File: config.mk
export PLATFORM = sky130hd
export DESIGN_NAME = vote_qualified_onoff_ramp
export DESIGN_NICKNAME = d
export VERILOG_FILES = /design/src/sv/vqor_pkg.sv /design/src/sv/vqor_lane.sv /design/src/sv/vqor_merge.sv /design/src/sv/vqor_emit.sv /design/src/sv/vote_qualified_onoff_ramp.sv
export SDC_FILE = /design/constraint.sdc
export NUM_CORES = 1
export LEC_CHECK = 0
export ABC_AREA = 1
export BUFFER_PORTS_ARGS = -buffer_cell sky130_fd_sc_hd__buf_4
export CORE_MARGIN = 8
export CORE_UTILIZATION = 49
export DETAILED_ROUTE_END_ITERATION = 7
export GPL_TIMING_DRIVEN = 0
export PLACE_DENSITY = 0.7
export SETUP_SLACK_MARGIN = 0.3
export SLEW_MARGIN = 20
export SYNTH_ARGS = -nofsm -noshare
export SYNTH_HDL_FRONTEND = slang
export SYNTH_SLANG_ARGS = --single-unit
File: constraint.sdc
create_clock -name clk -period 6.15 [get_ports clk]
set_input_delay 0.615 -clock clk [delete_from_list [all_inputs] [get_ports clk]]
set_output_delay 0.615 -clock clk [all_outputs]
set_load 0.02 [all_outputs]
File: src/sv/vqor_pkg.sv
// Shared types, constants and register codes of the vote qualified on/off ramp controller.
package vqor_pkg;

	localparam int SAMPLE_W    = 12;
	localparam int MAX_RESULTS = 64;
	localparam logic [9:0] LEVEL_MAX = 10'd1023;

	localparam logic [2:0] REG_ROUNDS    = 3'd0;
	localparam logic [2:0] REG_THRESHOLD = 3'd1;
	localparam logic [2:0] REG_MIN_VOTES = 3'd2;
	localparam logic [2:0] REG_STEP      = 3'd3;
	localparam logic [2:0] REG_TOP       = 3'd4;

	typedef struct packed {
		logic [4:0]  rounds_per_decision;
		logic [11:0] sample_threshold;
		logic [2:0]  min_votes;
		logic [9:0]  ramp_step;
		logic [3:0]  ramp_top_steps;
	} cfg_t;

	localparam cfg_t CFG_RESET = '{
		rounds_per_decision: 5'd3,
		sample_threshold:    12'd50,
		min_votes:           3'd5,
		ramp_step:           10'd100,
		ramp_top_steps:      4'd7
	};

	typedef enum logic [1:0] {
		DEC_OFF,
		DEC_STEADY,
		DEC_RAMP
	} dec_kind_t;

	typedef struct packed {
		logic      valid;
		dec_kind_t kind;
	} dec_t;

	typedef enum logic {
		EM_IDLE,
		EM_RUN
	} emit_state_t;

endpackage

File: src/sv/vqor_lane.sv
// One voting lane: compares a single sensor sample with the threshold and registers the vote.
module vqor_lane (
	input  logic                          clk,
	input  logic                          en,
	input  logic [vqor_pkg::SAMPLE_W-1:0] sample,
	input  logic [vqor_pkg::SAMPLE_W-1:0] threshold,
	output logic                          vote_s1
);

	always_ff @(posedge clk) begin
		if (en) begin
			vote_s1 <= (sample <= threshold);
		end
	end

endmodule

File: src/sv/vqor_merge.sv
// Merging stage: counts the lane votes of one round and decides whether the round passed.
module vqor_merge #(
	parameter int FINGERS = 5
) (
	input  logic [FINGERS-1:0] votes,
	input  logic [2:0]         min_votes,
	output logic               pass
);

	localparam int VW = $clog2(FINGERS + 1);
	localparam int CW = (VW > 3) ? VW : 3;

	logic [VW-1:0] count;

	always_comb begin
		count = '0;
		for (int k = 0; k < FINGERS; k++) begin
			count = count + VW'(votes[k]);
		end
		pass = (CW'(count) >= CW'(min_votes));
	end

endmodule

File: src/sv/vqor_emit.sv
// Write sequencer: turns one decision into actuator writes behind a registered output stage.
module vqor_emit #(
	parameter int FINGERS = 5
) (
	input  logic           clk,
	input  logic           arst_n,
	input  vqor_pkg::cfg_t cfg,
	input  vqor_pkg::dec_t dec,
	output logic           dec_take,
	output logic           m_tvalid,
	input  logic           m_tready,
	output logic [15:0]    m_tdata,   // dac_channel [2:0], dac_value [12:3], zero [15:13]
	output logic           m_tuser,   // decision_on
	output logic           m_tlast    // last_write
);

	localparam int LW      = (FINGERS > 1) ? $clog2(FINGERS) : 1;
	localparam int TOP_CAP = vqor_pkg::MAX_RESULTS / FINGERS - 1;

	vqor_pkg::emit_state_t state_q, state_d;

	logic [LW-1:0] lane_q;
	logic [3:0]    step_q;
	logic [9:0]    lvl_q;
	logic          ramp_q;
	logic          on_q;
	logic          m_tvalid_q;
	logic [2:0]    chan_out_q;
	logic [9:0]    val_out_q;
	logic          on_out_q;
	logic          last_out_q;

	logic [3:0]  top;
	logic [13:0] prod;
	logic [9:0]  steady_lvl;
	logic [10:0] sum;
	logic [9:0]  ramp_next;
	logic [3:0]  chan_wide;
	logic        lane_last;
	logic        last_w;
	logic        out_adv;
	logic        gen;

	always_comb begin
		if (int'(cfg.ramp_top_steps) > TOP_CAP) begin
			top = 4'(TOP_CAP);
		end else begin
			top = cfg.ramp_top_steps;
		end
		prod       = {10'b0, top} * {4'b0, cfg.ramp_step};
		steady_lvl = (prod > {4'b0, vqor_pkg::LEVEL_MAX}) ? vqor_pkg::LEVEL_MAX : prod[9:0];
		sum        = {1'b0, lvl_q} + {1'b0, cfg.ramp_step};
		ramp_next  = sum[10] ? vqor_pkg::LEVEL_MAX : sum[9:0];
		chan_wide  = 4'(lane_q) + 4'd1;
		lane_last  = (lane_q == LW'(FINGERS - 1));
		last_w     = lane_last && (!ramp_q || (step_q == top));
		out_adv    = !m_tvalid_q || m_tready;
	end

	always_ff @(posedge clk or negedge arst_n) begin
		if (!arst_n) begin
			state_q <= vqor_pkg::EM_IDLE;
		end else begin
			state_q <= state_d;
		end
	end

	always_comb begin
		state_d  = state_q;
		dec_take = 1'b0;
		gen      = 1'b0;
		unique case (state_q)
			vqor_pkg::EM_IDLE: begin
				if (dec.valid) begin
					dec_take = 1'b1;
					state_d  = vqor_pkg::EM_RUN;
				end
			end
			vqor_pkg::EM_RUN: begin
				if (out_adv) begin
					gen = 1'b1;
					if (last_w) begin
						state_d = vqor_pkg::EM_IDLE;
					end
				end
			end
			default: begin
				state_d = vqor_pkg::EM_IDLE;
			end
		endcase
	end

	always_ff @(posedge clk) begin
		if (dec_take) begin
			lane_q <= '0;
			step_q <= '0;
			ramp_q <= (dec.kind == vqor_pkg::DEC_RAMP);
			on_q   <= (dec.kind != vqor_pkg::DEC_OFF);
			lvl_q  <= (dec.kind == vqor_pkg::DEC_STEADY) ? steady_lvl : 10'd0;
		end else if (gen) begin
			if (lane_last) begin
				lane_q <= '0;
				if (ramp_q && (step_q != top)) begin
					step_q <= step_q + 4'd1;
					lvl_q  <= ramp_next;
				end
			end else begin
				lane_q <= lane_q + LW'(1);
			end
		end
	end

	always_ff @(posedge clk or negedge arst_n) begin
		if (!arst_n) begin
			m_tvalid_q <= 1'b0;
		end else if (out_adv) begin
			m_tvalid_q <= gen;
		end
	end

	always_ff @(posedge clk) begin
		if (gen) begin
			chan_out_q <= chan_wide[2:0];
			val_out_q  <= lvl_q;
			on_out_q   <= on_q;
			last_out_q <= last_w;
		end
	end

	assign m_tvalid = m_tvalid_q;
	assign m_tdata  = {3'b000, val_out_q, chan_out_q};
	assign m_tuser  = on_out_q;
	assign m_tlast  = last_out_q;

endmodule

File: src/sv/vote_qualified_onoff_ramp.sv
// A round is registered by the lanes, then merged and counted once no pending decision blocks it;
// the first write of a closing round passes the decision register, the sequencer load and the
// registered output stage. Throughput: one round per cycle while no decision waits; a decision
// holds the sequencer for a load plus FINGERS writes, or FINGERS times (top + 1) for a ramp;
// a later decision waits in the decision register while it is busy, and the rounds behind it stall.
// Reset: arst_n clears the round count, the on flag and all valid flags at once; the
// configuration registers return to their default values.
module vote_qualified_onoff_ramp #(
	parameter int MAX_ROUNDS = 16,
	parameter int FINGERS    = 5
) (
	input  logic                                             clk,
	input  logic                                             arst_n,
	input  logic                                             cfg_we,
	input  logic [2:0]                                       cfg_index,
	input  logic [11:0]                                      cfg_wdata,
	input  logic                                             s_tvalid,
	output logic                                             s_tready,
	// sample_0 .. sample_(FINGERS-1), 12 bits each from the lowest bit up, zero fill
	input  logic [((FINGERS*vqor_pkg::SAMPLE_W+7)/8)*8-1:0] s_tdata,
	output logic                                             m_tvalid,
	input  logic                                             m_tready,
	output logic [15:0]                                      m_tdata, // dac_channel, dac_value
	output logic                                             m_tuser, // decision_on
	output logic                                             m_tlast  // last_write
);

	localparam int CNT_W = $clog2(MAX_ROUNDS + 1);
	localparam int LIM_W = (CNT_W > 5) ? CNT_W : 5;

	vqor_pkg::cfg_t cfg_q;
	vqor_pkg::dec_t dec_q;

	logic [FINGERS-1:0] vote_s1;
	logic               valid_s1;
	logic               pass;
	logic               s_accept;
	logic               s1_adv;
	logic               dec_take;
	logic               dec_push;
	logic [CNT_W-1:0]   round_count_q;
	logic [CNT_W-1:0]   cnt_next;
	logic               all_passed_q;
	logic               ramped_q;
	logic               ap_next;
	logic [LIM_W-1:0]   lim_raw;
	logic [LIM_W-1:0]   limit;
	logic               close;
	vqor_pkg::dec_kind_t kind_next;

	always_ff @(posedge clk or negedge arst_n) begin
		if (!arst_n) begin
			cfg_q <= vqor_pkg::CFG_RESET;
		end else if (cfg_we) begin
			unique case (cfg_index)
				vqor_pkg::REG_ROUNDS:    cfg_q.rounds_per_decision <= cfg_wdata[4:0];
				vqor_pkg::REG_THRESHOLD: cfg_q.sample_threshold    <= cfg_wdata;
				vqor_pkg::REG_MIN_VOTES: cfg_q.min_votes           <= cfg_wdata[2:0];
				vqor_pkg::REG_STEP:      cfg_q.ramp_step           <= cfg_wdata[9:0];
				vqor_pkg::REG_TOP:       cfg_q.ramp_top_steps      <= cfg_wdata[3:0];
				default: begin
				end
			endcase
		end
	end

	assign s1_adv   = valid_s1 && (!dec_q.valid || dec_take);
	assign s_tready = !valid_s1 || s1_adv;
	assign s_accept = s_tvalid && s_tready;

	for (genvar g = 0; g < FINGERS; g++) begin : g_lane
		vqor_lane u_lane (
			.clk       (clk),
			.en        (s_accept),
			.sample    (s_tdata[g*vqor_pkg::SAMPLE_W +: vqor_pkg::SAMPLE_W]),
			.threshold (cfg_q.sample_threshold),
			.vote_s1   (vote_s1[g])
		);
	end

	vqor_merge #(
		.FINGERS (FINGERS)
	) u_merge (
		.votes     (vote_s1),
		.min_votes (cfg_q.min_votes),
		.pass      (pass)
	);

	always_comb begin
		lim_raw = LIM_W'(cfg_q.rounds_per_decision);
		priority if (lim_raw == '0) begin
			limit = LIM_W'(1);
		end else if (lim_raw > LIM_W'(MAX_ROUNDS)) begin
			limit = LIM_W'(MAX_ROUNDS);
		end else begin
			limit = lim_raw;
		end
		cnt_next = round_count_q + CNT_W'(1);
		close    = (LIM_W'(cnt_next) >= limit);
		ap_next  = all_passed_q && pass;
		priority if (!ap_next) begin
			kind_next = vqor_pkg::DEC_OFF;
		end else if (ramped_q) begin
			kind_next = vqor_pkg::DEC_STEADY;
		end else begin
			kind_next = vqor_pkg::DEC_RAMP;
		end
		dec_push = s1_adv && close;
	end

	always_ff @(posedge clk or negedge arst_n) begin
		if (!arst_n) begin
			valid_s1      <= 1'b0;
			round_count_q <= '0;
			all_passed_q  <= 1'b1;
			ramped_q      <= 1'b0;
			dec_q         <= '{valid: 1'b0, kind: vqor_pkg::DEC_OFF};
		end else begin
			valid_s1 <= s_accept || (valid_s1 && !s1_adv);
			if (s1_adv) begin
				if (close) begin
					round_count_q <= '0;
					all_passed_q  <= 1'b1;
					ramped_q      <= ap_next;
				end else begin
					round_count_q <= cnt_next;
					all_passed_q  <= ap_next;
				end
			end
			if (dec_push) begin
				dec_q <= '{valid: 1'b1, kind: kind_next};
			end else if (dec_take) begin
				dec_q.valid <= 1'b0;
			end
		end
	end

	vqor_emit #(
		.FINGERS (FINGERS)
	) u_emit (
		.clk      (clk),
		.arst_n   (arst_n),
		.cfg      (cfg_q),
		.dec      (dec_q),
		.dec_take (dec_take),
		.m_tvalid (m_tvalid),
		.m_tready (m_tready),
		.m_tdata  (m_tdata),
		.m_tuser  (m_tuser),
		.m_tlast  (m_tlast)
	);

	a_round_bound: assert property (@(posedge clk) disable iff (!arst_n)
		round_count_q < CNT_W'(MAX_ROUNDS))
		else $error("round count reached the round limit without closing a decision");

	a_ramp_once: assert property (@(posedge clk) disable iff (!arst_n)
		dec_push && (kind_next == vqor_pkg::DEC_RAMP) |-> !ramped_q)
		else $error("ramp issued while the output was already on");

	a_decision_restart: assert property (@(posedge clk) disable iff (!arst_n)
		dec_push |=> all_passed_q && (round_count_q == '0) && dec_q.valid)
		else $error("decision closed without restarting the round state");

	a_pending_kept: assert property (@(posedge clk) disable iff (!arst_n)
		dec_q.valid && !dec_take |=> dec_q.valid && $stable(dec_q.kind))
		else $error("pending decision lost before the sequencer took it");

endmodule
==> out/qor.txt, run 1 <==
status - finished, final reports clean
Tightest Pin Transition - 587 ps
nature of the critical path endpoint - register
largest incremental delay on the critical path - 540 ps
Synth async-reset ratio - 54.7%
M1 wire length - 7200 µm
switching power share of the total - 41.2%
type of origin of the critical path - register
average footprint of a synthesized cell - 8.06 µm²
number of design-rule violations left by the first detailed-router iteration - 261
Worst R2R End - u_emit.lvl_q[7]
buffers from clock root to sink, at most - 2
sequential share of power - 32.8%
Die Y - 135 µm
number of buffers inserted by post-CTS setup repair - 0
top layer reached by signal wires - met4
static leakage power - 4.27 nW
Bufs and invs on worst path - 4
most common cell after layout, fill and taps aside - sky130_fd_sc_hd__nand2_1
Highest Clock Rate - 264 MHz
slack of the worst reg-to-reg path - 2360 ps
Power Density - 316 nW/µm²
met3 wire len - 894 µm
Synth Register Bits - 86
Slew headroom - 60.8%
antenna violations before repair - 0
number of remaining DRC errors - 0
cell depth of the worst setup path - 21
pin count of the biggest net entering global routing - 48
Max VDD drop - 0.185 mV
count of cells along the worst register-to-register path - 21
number of vias after detailed routing - 5850
share of power burned in combinational logic - 47.5%
Multi-input gate area - 4020 µm²
area of the placeable core - 13900 µm²
number of flops mapped to enable cells by yosys - 32
effective utilization at floorplan - 50.3%
gate count of the mapped netlist - 866
global router's overall resource usage - 18.3%
warnings from Yosys - 0
CP dominant cell by count - sky130_fd_sc_hd__nand2_1
number of cell rows - 43
final period utilization - 61.7%
Max Fanout on Critical Path - 10
die area - 18300 µm²
kind of critical path - reg2reg
top cells by area in the synthesized netlist - sky130_fd_sc_hd__ha_1 18%, sky130_fd_sc_hd__edfxtp_1 14%, sky130_fd_sc_hd__dfrtp_1 12%, sky130_fd_sc_hd__nand2_1 10%, sky130_fd_sc_hd__inv_1 8.6%
cell-internal power - 1.53 mW
required time at the worst-slack endpoint - 6230 ps
setup repair after global routing missed its margin - no
count of fill cells added during filler insertion - 1299
overall routed net length - 15900 µm
Top delay family on crit path - simple AND/OR/NAND/NOR gates
clk_skew - 8.56 ps
final cell area excluding filler cells - 8210 µm²
routability congestion estimate from global placement - 0.871
final total negative setup slack - 0 ps
setup violators final - 0
Cell Area, Placed - 7930 µm²
first-pass GRT wire length - 27400 µm
global route overflow - 0
number of violations of the max-capacitance limit - 0
final hold viol count - 0
CTS tree - built
drt wl/cell - 13.7 µm
number of distinct library cells after synthesis - 42
Die Span X - 135 µm
total net switching power - 1.07 mW
Post-Syn Area - 6980 µm²
critical path data arrival time - 3870 ps
part of the Yosys area used for sequential elements - 32.9%
cell type of the slowest stage on the worst timing path - sky130_fd_sc_hd__dfstp_2
Synth top area share - 18.3%
largest area contributor in the netlist - sky130_fd_sc_hd__ha_1
critical path capture point - u_emit.lvl_q[7]
net count reported at finish - 1180
count of port buffers added during placement - 96
hold bufs inserted after CTS - 0
CTS Sinks - 86
count of cells resized by post-cts repair - 0
Worst setup startpoint - cfg_q[2]
root buffer selected by CTS - sky130_fd_sc_hd__clkbuf_16
antenna diode count - 0
number of global-route vias before repair - 5901
min Tclk post-route - 3790 ps
Area growth syn-to-layout - 17.7%
leading register cell type out of synthesis - sky130_fd_sc_hd__dfrtp_1
Met2 Wirelength - 7670 µm
iteration count of the initial detailed-routing pass - 5
max-slew violations - 0
FF-to-FF Start - cfg_q[2]
path class of the lowest-slack min-delay path - in2async
fraction of final layout cells with drive strength greater than 1 - 15.8%
via-per-instance ratio - 5.04
Ports - 104
highest-count cells in the layout ignoring fill and taps - 189 x sky130_fd_sc_hd__nand2_1, 159 x sky130_fd_sc_hd__inv_1, 102 x sky130_fd_sc_hd__ha_1
clock network fraction of total power - 19.7%
FF+latch area - 2290 µm²
H-Tree Depth - 3
TritonCTS buffer count - 9
count of nets left with antenna violations after detail routing - 0
critical path, cell by cell - nand2_1, nand2_1, clkinv_1, nor2_1, fa_1, inv_1, fa_1, inv_1, ha_1, nand2_1, inv_1, nand2_1, nand2_1, nand2_1, nand3_1, nand2_1, nand2_2, nor2_4, nand3_1, nand2_1, nand2_1
Clock Pin Slew Worst Setup and Hold Paths - 70 ps
placed wire-length estimate - 13100 µm
clock latency of the later-clocked register in the worst-skew pair - 340 ps
[Yosys cell counts, drive strengths merged, types with 6 or more instances]
| cell type | instances |
|---|---|
| nand2 | 197 |
| nor3 | 8 |
| nor2 | 58 |
| dfstp | 14 |
| nand4 | 13 |
| a21oi | 52 |
| inv | 163 |
| ha | 102 |
| xnor2 | 6 |
| clkbuf | 6 |
| o21a | 6 |
| dfxtp | 7 |
| edfxtp | 32 |
| o21ai | 62 |
| xor2 | 14 |
| dfrtp | 33 |
| fa | 19 |
| nand3 | 48 |
[cell type report]
| cell class | instances | area share [%] |
|---|---|---|
| Tap cell | 180 | 2.74 |
| Clock inverter | 7 | 0.655 |
| Clock buffer | 9 | 2.74 |
| Timing Repair Buffer | 96 | 8.78 |
| Sequential cell | 86 | 27.9 |
| Inverter | 164 | 7.50 |
| Buffer | 10 | 0.640 |
| Multi-Input combinational cell | 608 | 49.0 |
[layer usage]
layer	up-vias	GRT usage, %
met5	-	0
met1	2663	22.6
met3	13	3.89
li1	3045	-
met4	0	5.98
met2	129	31.0
[power groups by stage]
| stage | clock (mW) | sequential, mW | combinational (mW) |
|---|---|---|---|
| floorplan | 0 | 0.863 | 0.891 |
| global placement | 0 | 0.859 | 1.19 |
| detailed placement | 0 | 0.862 | 1.23 |
| CTS | 0.521 | 0.852 | 1.24 |
| global route | 0.543 | 0.870 | 1.44 |
| finish | 0.511 | 0.852 | 1.23 |
[through the flow]
stage	hold WS (ps)	worst slack, ps	power, mW	utilization (%)	cells
after floorplan	319	2770	1.75	-	868
after global placement	406	2420	2.05	57.1	1144
after detailed placement	412	2380	2.09	57.1	1144
after CTS	288	2330	2.62	59.2	1160
after global routing	314	1960	2.85	59.2	1160
final	270	2360	2.60	59.2	1160
[cell families after synthesis]
| family | count (synthesis) | share of synthesized area [%] |
|---|---|---|
| buf+inv | 174 | 9.57 |
| xor+xnor | 20 | 2.51 |
| compound gates | 140 | 11.1 |
| simple gates | 324 | 20.2 |
| flops | 86 | 32.9 |
| fa+ha+maj | 121 | 23.7 |
| other cells | 1 | 0.0537 |
[registers in the layout, summed over array words and instances (netlist names), 3 cells and up]
register,count
u_emit.lvl_q,10
dec_q,3
u_emit.step_q,4
lim_raw,5
g_lane.u_lane.vote_s1,5
cfg_q,29
round_count_q,5
u_emit.val_out_q,10
u_emit.chan_out_q,3
u_emit.lane_q,3
[worst min-delay path by stage]
stage,end,slack [ps]
2_1_floorplan,cfg_q[11],320
3_3_place_gp,u_emit.m_tuser,410
3_5_place_dp,u_emit.m_tuser,410
4_1_cts,u_emit.m_tvalid,290
5_1_grt,valid_s1,310
6_report,u_emit.m_tvalid,270
(Power assumes the default switching activity.)
==> inputs of run 2 (changes only) <==
- ABC_AREA: 1 -> 0
- PLACE_DENSITY: 0.7 -> 0.73
- clock period: 6.15 -> 3.4 ns (I/O delays scaled with it)
==> out/qor.txt, run 2 <==
type of origin of the critical path - register
share of power burned in combinational logic - 57.0% (+9.5 points)
TritonCTS buffer count - 9 (unchanged)
max-slew violations - 0 (unchanged)
min Tclk post-route - 4230 ps (+432 ps)
total net switching power - 2.49 mW (+130%)
count of nets left with antenna violations after detail routing - 0 (unchanged)
nature of the critical path endpoint - register
leading register cell type out of synthesis - sky130_fd_sc_hd__dfrtp_1
minimum hold slack - -12.7 ps (-283 ps)
CP dominant cell by count - sky130_fd_sc_hd__fa_1
antenna diode count - 0 (unchanged)
most common cell after layout, fill and taps aside - sky130_fd_sc_hd__buf_4
part of the Yosys area used for sequential elements - 33.8% (+0.90 points)
net count reported at finish - 1010 (-14%)
CTS Sinks - 86 (unchanged)
registers with the highest flip-flop counts - cfg_q x29, u_emit.lvl_q x10, u_emit.val_out_q x10
routability congestion estimate from global placement - 0.941 (+8.0%)
cell-internal power - 3.47 mW (+130%)
number of flip-flops under the largest register name - 29 (unchanged)
status - finished, violations left
number of remaining DRC errors - 0 (unchanged)
setup violators final - 10 (+10)
antenna violations before repair - 0 (unchanged)
clk_skew - 7.83 ps (-0.722 ps)
largest incremental delay on the critical path - 590 ps (+50 ps)
first-pass GRT wire length - 27200 µm (-0.86%)
static leakage power - 3.87 nW (-9.2%)
Bufs and invs on worst path - 2 (-2)
count of fill cells added during filler insertion - 1135 (-13%)
ranking of synthesized cells by instance count - 102 x sky130_fd_sc_hd__ha_1, 69 x sky130_fd_sc_hd__inv_1, 46 x sky130_fd_sc_hd__nand2_1, 39 x sky130_fd_sc_hd__a21oi_1, 33 x sky130_fd_sc_hd__dfrtp_1
number of global-route vias before repair - 5716 (-3.1%)
Power Density - 714 nW/µm² (+130%)
Synth top area share - 18.8% (+0.50 points)
placed wire-length estimate - 13400 µm (+2.9%)
number of distinct library cells after synthesis - 61 (+45%)
leading cell type by number of instances after synthesis - sky130_fd_sc_hd__ha_1
top cells by area in the synthesized netlist - sky130_fd_sc_hd__ha_1 19%, sky130_fd_sc_hd__edfxtp_1 14%, sky130_fd_sc_hd__dfrtp_1 12%, sky130_fd_sc_hd__fa_1 5.6%, sky130_fd_sc_hd__dfstp_2 5.4%
clock latency of the later-clocked register in the worst-skew pair - 350 ps (about the same)
cell depth of the worst setup path - 13 (-38%)
violations in the final reports - hold timing, setup timing
gate count of the mapped netlist - 681 (-21%)
switching power share of the total - 41.8% (+0.56 points)
largest area contributor in the netlist - sky130_fd_sc_hd__ha_1
count of port buffers added during placement - 96 (unchanged)
global router's overall resource usage - 18.9% (+0.57 points)
area of the placeable core - 13700 µm² (-1.2%)
overall routed net length - 16800 µm (+5.7%)
via-per-instance ratio - 5.53 (+9.7%)
Max Fanout on Critical Path - 6 (-4)
clock network fraction of total power - 15.7% (-4.0 points)
fraction of final layout cells with drive strength greater than 1 - 24.6% (+8.8 points)
H-Tree Depth - 3 (unchanged)
critical path, cell by cell - a21oi_4, buf_8, nand2b_4, fa_1, fa_1, fa_2, and2b_1, o2111ai_2, and4b_1, or3b_4, buf_4, a211oi_4, o211ai_1
path class of the lowest-slack min-delay path - in2async
Highest Clock Rate - 237 MHz (-10%)
number of violations of the max-capacitance limit - 0 (unchanged)
number of flops mapped to enable cells by yosys - 32 (unchanged)
count of cells along the worst register-to-register path - 13 (-38%)
Synth Register Bits - 86 (unchanged)
buffers from clock root to sink, at most - 2 (unchanged)
final hold viol count - 13 (+13)
Top reg by flops - cfg_q
highest-count cells in the layout ignoring fill and taps - 114 x sky130_fd_sc_hd__buf_4, 96 x sky130_fd_sc_hd__ha_1, 69 x sky130_fd_sc_hd__inv_1
drt wl/cell - 17.0 µm (+24%)
overall power - 5.95 mW (+130%)
Area growth syn-to-layout - 22.7%
effective utilization at floorplan - 49.5% (-0.77 points)
number of cell rows - 43 (unchanged)
Tightest Pin Transition - 710 ps (+123 ps)
final period utilization - 124% (+63 points)
Max VDD drop - 0.309 mV (+67%)
Post-Syn Area - 6790 µm² (-2.7%)
die area - 17900 µm² (-2.4%)
average footprint of a synthesized cell - 9.97 µm² (+24%)
Clock Pin Slew Worst Setup and Hold Paths - 70 ps (about the same)
critical path data arrival time - 4310 ps (+440 ps)
FF+latch area - 2300 µm² (about the same)
iteration count of the initial detailed-routing pass - 4 (-1)
Ports - 104 (unchanged)
root buffer selected by CTS - sky130_fd_sc_hd__clkbuf_16
Die Y - 134 µm (-1.2%)
Synth async-reset ratio - 54.7% (unchanged)
Slew headroom - 52.3% (-8.5 points)
Top delay family on crit path - adder cells
sequential share of power - 27.3% (-5.5 points)
Die Span X - 134 µm (-1.2%)
cell type of the slowest stage on the worst timing path - sky130_fd_sc_hd__dfstp_2
global route overflow - 0 (unchanged)
number of design-rule violations left by the first detailed-router iteration - 330 (+26%)
number of vias after detailed routing - 5479 (-6.3%)
final worst slack - -827 ps (-3180 ps)
setup repair after global routing missed its margin - yes
Core Util, Final - 60.8% (+1.6 points)
hold bufs inserted after CTS - 0 (unchanged)
Multi-input gate area - 4370 µm² (+8.7%)
required time at the worst-slack endpoint - 3490 ps (-2740 ps)
pin count of the biggest net entering global routing - 48 (unchanged)
CTS tree - built
kind of critical path - reg2reg
warnings from Yosys - 0 (unchanged)
run 2: cell types whose count changed after synthesis, moves of 18 or more:
cell,change
sky130_fd_sc_hd__nor2b_1,+21
sky130_fd_sc_hd__mux2_2,+21
sky130_fd_sc_hd__nand2_1,-143
sky130_fd_sc_hd__and2_1,+24
sky130_fd_sc_hd__nor2_1,-21
sky130_fd_sc_hd__inv_1,-90
sky130_fd_sc_hd__nand2b_1,+18
sky130_fd_sc_hd__nand3_1,-35
sky130_fd_sc_hd__o21ai_0,-27
sky130_fd_sc_hd__a21o_1,+23
run 2: power groups by stage:
stage / Combinational, mW / Sequential, mW / Clock [mW]
detailed placement: 2.94 / 1.64 / 0
global placement: 2.82 / 1.63 / 0
global route: 3.82 / 1.67 / 0.984
floorplan: 2.20 / 1.62 / 0
CTS: 3.12 / 1.63 / 0.947
finish: 3.39 / 1.63 / 0.934
run 2: metal layers:
| metal | track usage, % | part of all wire (%) | routed length (µm) | vias to the layer above |
|---|---|---|---|---|
| li1 | - | - | - | 2678 |
| met1 | 22.3 | 42 | 7030 | 2616 |
| met2 | 32.9 | 50 | 8440 | 161 |
| met3 | 3.77 | 6.1 | 1030 | 24 |
| met4 | 7.30 | 2.0 | 330 | 0 |
| met5 | 0 | 0 | 0 | - |
run 2: path summary, 6_finish.rpt:
kind | start | endpoint | slack [ps]
max | cfg_q[2] | u_emit.lvl_q[1] | -830
max in group asynchronous | arst_n | cfg_q[3] | 2980
min reg2reg | u_emit.on_q | u_emit.m_tuser | 420
min in group clk | s_tvalid | valid_s1 | 190
max reg2reg | cfg_q[2] | u_emit.lvl_q[1] | -830
min | arst_n | u_emit.state_q | -10
run 2: cell families after synthesis:
logic type	count (synthesis)	synth area share, %
AO/OA/AOI/OAI	150	14.9
XOR/XNOR	20	2.58
adder cells (fa/ha/maj)	121	24.4
buffers and inverters	80	4.59
flip-flops	86	33.8
multiplexers	26	4.22
other	1	0.0552
AND/OR/NAND/NOR	197	15.5
run 2: timing repair:
| item | CTS | global route |
|---|---|---|
| pin swaps | 5 | 7 |
| endpoints found under the setup margin | 10 | 13 |
| buffers inserted | 8 | 6 |
| resized for setup | 11 | 17 |
| gates cloned | 1 | 0 |
run 2: area by class of cell:
type	count	share of cell area, %
well taps	180	2.70
inverters	69	3.11
repair buffers	111	10.0
clock buffers	9	2.70
plain buffers	11	0.810
multi-input cells	517	52.5
clock inverters	7	0.690
flip-flops and latches	86	27.5
run 2: per-stage QoR:
step                area [µm²]  hold WS [ps]  std cells  setup slack, ps  TNS [ps]
floorplan                 6830          44.4        683             -585     -5190
global placement          7770           371        959             -944     -9060
detailed placement        7770           379        959            -1010     -9740
CTS                       8180          8.06        984             -737     -6600
global route              8340          38.8        990             -942     -9120
finish                    8340         -12.7        990             -827     -7880
==> inputs of run 3 (changes only) <==
- CORE_UTILIZATION: 49 -> 53
- PLACE_DENSITY: 0.73 -> 0.78
- RECOVER_POWER: unset -> 100
==> out/qor.txt, run 3 (synthesized netlist as in run 2, its figures left out) <==
setup repair after global routing missed its margin - yes
final cell area excluding filler cells - 8130 µm² (-2.5%)
CP dominant cell by count - sky130_fd_sc_hd__fa_1
nature of the critical path endpoint - register
root buffer selected by CTS - sky130_fd_sc_hd__clkbuf_16
count of port buffers added during placement - 96 (unchanged)
die area - 16700 µm² (-6.7%)
H-Tree Depth - 3 (unchanged)
Multi-input gate area - 4310 µm² (-1.5%)
Clock Pin Slew Worst Setup and Hold Paths - 70 ps (about the same)
Die Y - 129 µm (-3.4%)
number of vias after detailed routing - 5509 (+0.55%)
number of violations of the max-capacitance limit - 1 (+1)
registers with the highest flip-flop counts - cfg_q x29, u_emit.lvl_q x10, u_emit.val_out_q x10
fraction of final layout cells with drive strength greater than 1 - 21.0% (-3.5 points)
Met2 Wirelength - 8000 µm (-5.2%)
routability congestion estimate from global placement - 0.928 (-1.4%)
global route overflow - 0 (unchanged)
number of flip-flops under the largest register name - 29 (unchanged)
min Tclk post-route - 4260 ps (+33.2 ps)
Slew headroom - -59.7% (-110 points)
cell type of the slowest stage on the worst timing path - sky130_fd_sc_hd__dfstp_2
pin count of the biggest net entering global routing - 48 (unchanged)
critical path data arrival time - 4310 ps (about the same)
switching power share of the total - 42.2% (+0.47 points)
number of design-rule violations left by the first detailed-router iteration - 251 (-24%)
antenna diode count - 0 (unchanged)
Cell Area, Placed - 7760 µm² (-0.13%)
slack of the worst reg-to-reg path - -860 ps (-30 ps)
highest-count cells in the layout ignoring fill and taps - 99 x sky130_fd_sc_hd__ha_1, 87 x sky130_fd_sc_hd__buf_4, 67 x sky130_fd_sc_hd__inv_1
kind of critical path - reg2reg
CTS Sinks - 86 (unchanged)
antenna violations before repair - 0 (unchanged)
most common cell after layout, fill and taps aside - sky130_fd_sc_hd__ha_1
number of remaining DRC errors - 0 (unchanged)
Die Span X - 129 µm (-3.4%)
setup violators final - 10 (unchanged)
placed wire-length estimate - 13100 µm (-2.3%)
buffers from clock root to sink, at most - 2 (unchanged)
clock network fraction of total power - 16.1% (+0.4 points)
met3 wire len - 1050 µm (+1.5%)
Ports - 104 (unchanged)
overall power - 5.68 mW (-4.5%)
M1 wire length - 6670 µm (-5.0%)
top layer reached by signal wires - met4
count of nets left with antenna violations after detail routing - 0 (unchanged)
Tightest Pin Transition - 2400 ps (+1690 ps)
CTS tree - built
final period utilization - 125% (+0.98 points)
path class of the lowest-slack min-delay path - in2reg
Top reg by flops - cfg_q
required time at the worst-slack endpoint - 3450 ps (-40 ps)
Bufs and invs on worst path - 1 (-1)
critical path, cell by cell - a21oi_4, buf_8, nand2b_4, fa_1, fa_1, fa_2, and2b_1, o2111ai_2, and4b_1, or3b_4, a2111oi_4, a221oi_1
global router's overall resource usage - 20.0% (+1.1 points)
largest incremental delay on the critical path - 580 ps (about the same)
FF+latch area - 2300 µm² (unchanged)
number of global-route vias before repair - 5887 (+3.0%)
Max Fanout on Critical Path - 5 (-1)
area of the placeable core - 12600 µm² (-8.4%)
TritonCTS buffer count - 9 (unchanged)
clk_skew - 10.4 ps (+2.58 ps)
sequential share of power - 28.6% (+1.3 points)
type of origin of the critical path - register
Highest Clock Rate - 235 MHz (-0.78%)
static leakage power - 3.77 nW (-2.6%)
Top delay family on crit path - adder cells
final hold viol count - 0 (-13)
max-slew violations - 48 (+48)
Area growth syn-to-layout - 19.7%
violations in the final reports - capacitance limit, slew limit, setup timing
overall routed net length - 16200 µm (-3.6%)
drt wl/cell - 16.6 µm (-2.2%)
share of power burned in combinational logic - 55.3% (-1.7 points)
cell-internal power - 3.28 mW (-5.3%)
net count reported at finish - 1004 (-0.59%)
effective utilization at floorplan - 54.0% (+4.5 points)
total net switching power - 2.40 mW (-3.5%)
iteration count of the initial detailed-routing pass - 4 (unchanged)
count of fill cells added during filler insertion - 1018 (-10%)
final worst slack - -860 ps (-33.2 ps)
clock latency of the later-clocked register in the worst-skew pair - 340 ps (about the same)
status - finished, violations left
Max VDD drop - 0.351 mV (+13%)
via-per-instance ratio - 5.64 (+2.0%)
hold bufs inserted after CTS - 0 (unchanged)
Power Density - 699 nW/µm² (-2.1%)
number of cell rows - 41 (-4.7%)
first-pass GRT wire length - 26900 µm (-1.2%)
==> run 3: worst register-to-register path, stage by stage (launching register included) <==
cell,delay [ps]
sky130_fd_sc_hd__dfstp_2,580
sky130_fd_sc_hd__a21oi_4,90
sky130_fd_sc_hd__buf_8,140
sky130_fd_sc_hd__nand2b_4,130
sky130_fd_sc_hd__fa_1,480
sky130_fd_sc_hd__fa_1,540
sky130_fd_sc_hd__fa_2,370
sky130_fd_sc_hd__and2b_1,240
sky130_fd_sc_hd__o2111ai_2,120
sky130_fd_sc_hd__and4b_1,230
sky130_fd_sc_hd__or3b_4,430
sky130_fd_sc_hd__a2111oi_4,440
sky130_fd_sc_hd__a221oi_1,180
==> run 3: timing repair <==
item                                    CTS  global route
pin swaps                                10            10
buffers inserted                          6             2
endpoints found under the setup margin   11            12
resized for setup                        10            11
gates cloned                              1             0
endpoints found under the hold margin     0             0
==> run 3: worst paths after layout <==
kind                             start              end  depth (start not counted)
min in group asynchronous       arst_n  u_emit.m_tvalid                          1
min reg2reg                u_emit.on_q   u_emit.m_tuser                          0
max reg2reg                   cfg_q[2]  u_emit.lvl_q[6]                         12
max in group asynchronous       arst_n         cfg_q[3]                          1
min                           s_tvalid         valid_s1                          2
max                           cfg_q[2]  u_emit.lvl_q[6]                         12
==> run 3: layout make-up <==
class | instances | share of cell area, %
Sequential cell | 86 | 28.2
Buffer | 11 | 0.800
Clock inverter | 6 | 0.554
Inverter | 69 | 3.19
Timing Repair Buffer | 105 | 8.82
Clock buffer | 10 | 2.82
Tap cell | 172 | 2.65
Multi-Input combinational cell | 517 | 52.9
==> run 3: power by group through the flow <==
stage	Clock, mW	Sequential [mW]	Combinational (mW)
after floorplan	0	1.62	2.20
after global placement	0	1.62	2.79
after detailed placement	0	1.64	2.94
after CTS	0.914	1.62	3.08
after global routing	0.960	1.66	3.52
final	0.913	1.63	3.14
==> run 3: through the flow <==
stage	setup slack, ps	util [%]	setup TNS [ps]	hold WS, ps	instances
floorplan	-585	-	-5190	44.4	683
global placement	-915	61.8	-8810	366	951
detailed placement	-996	61.8	-9610	376	951
CTS	-807	64.7	-7200	15.8	974
global route	-963	64.7	-8660	210	976
finish	-860	64.7	-7550	196	976
==> run 3: metal layers <==
layer | vias up | GRT usage, %
li1 | 2674 | -
met1 | 2611 | 23.2
met2 | 188 | 34.4
met3 | 36 | 4.19
met4 | 0 | 9.74
met5 | - | 0
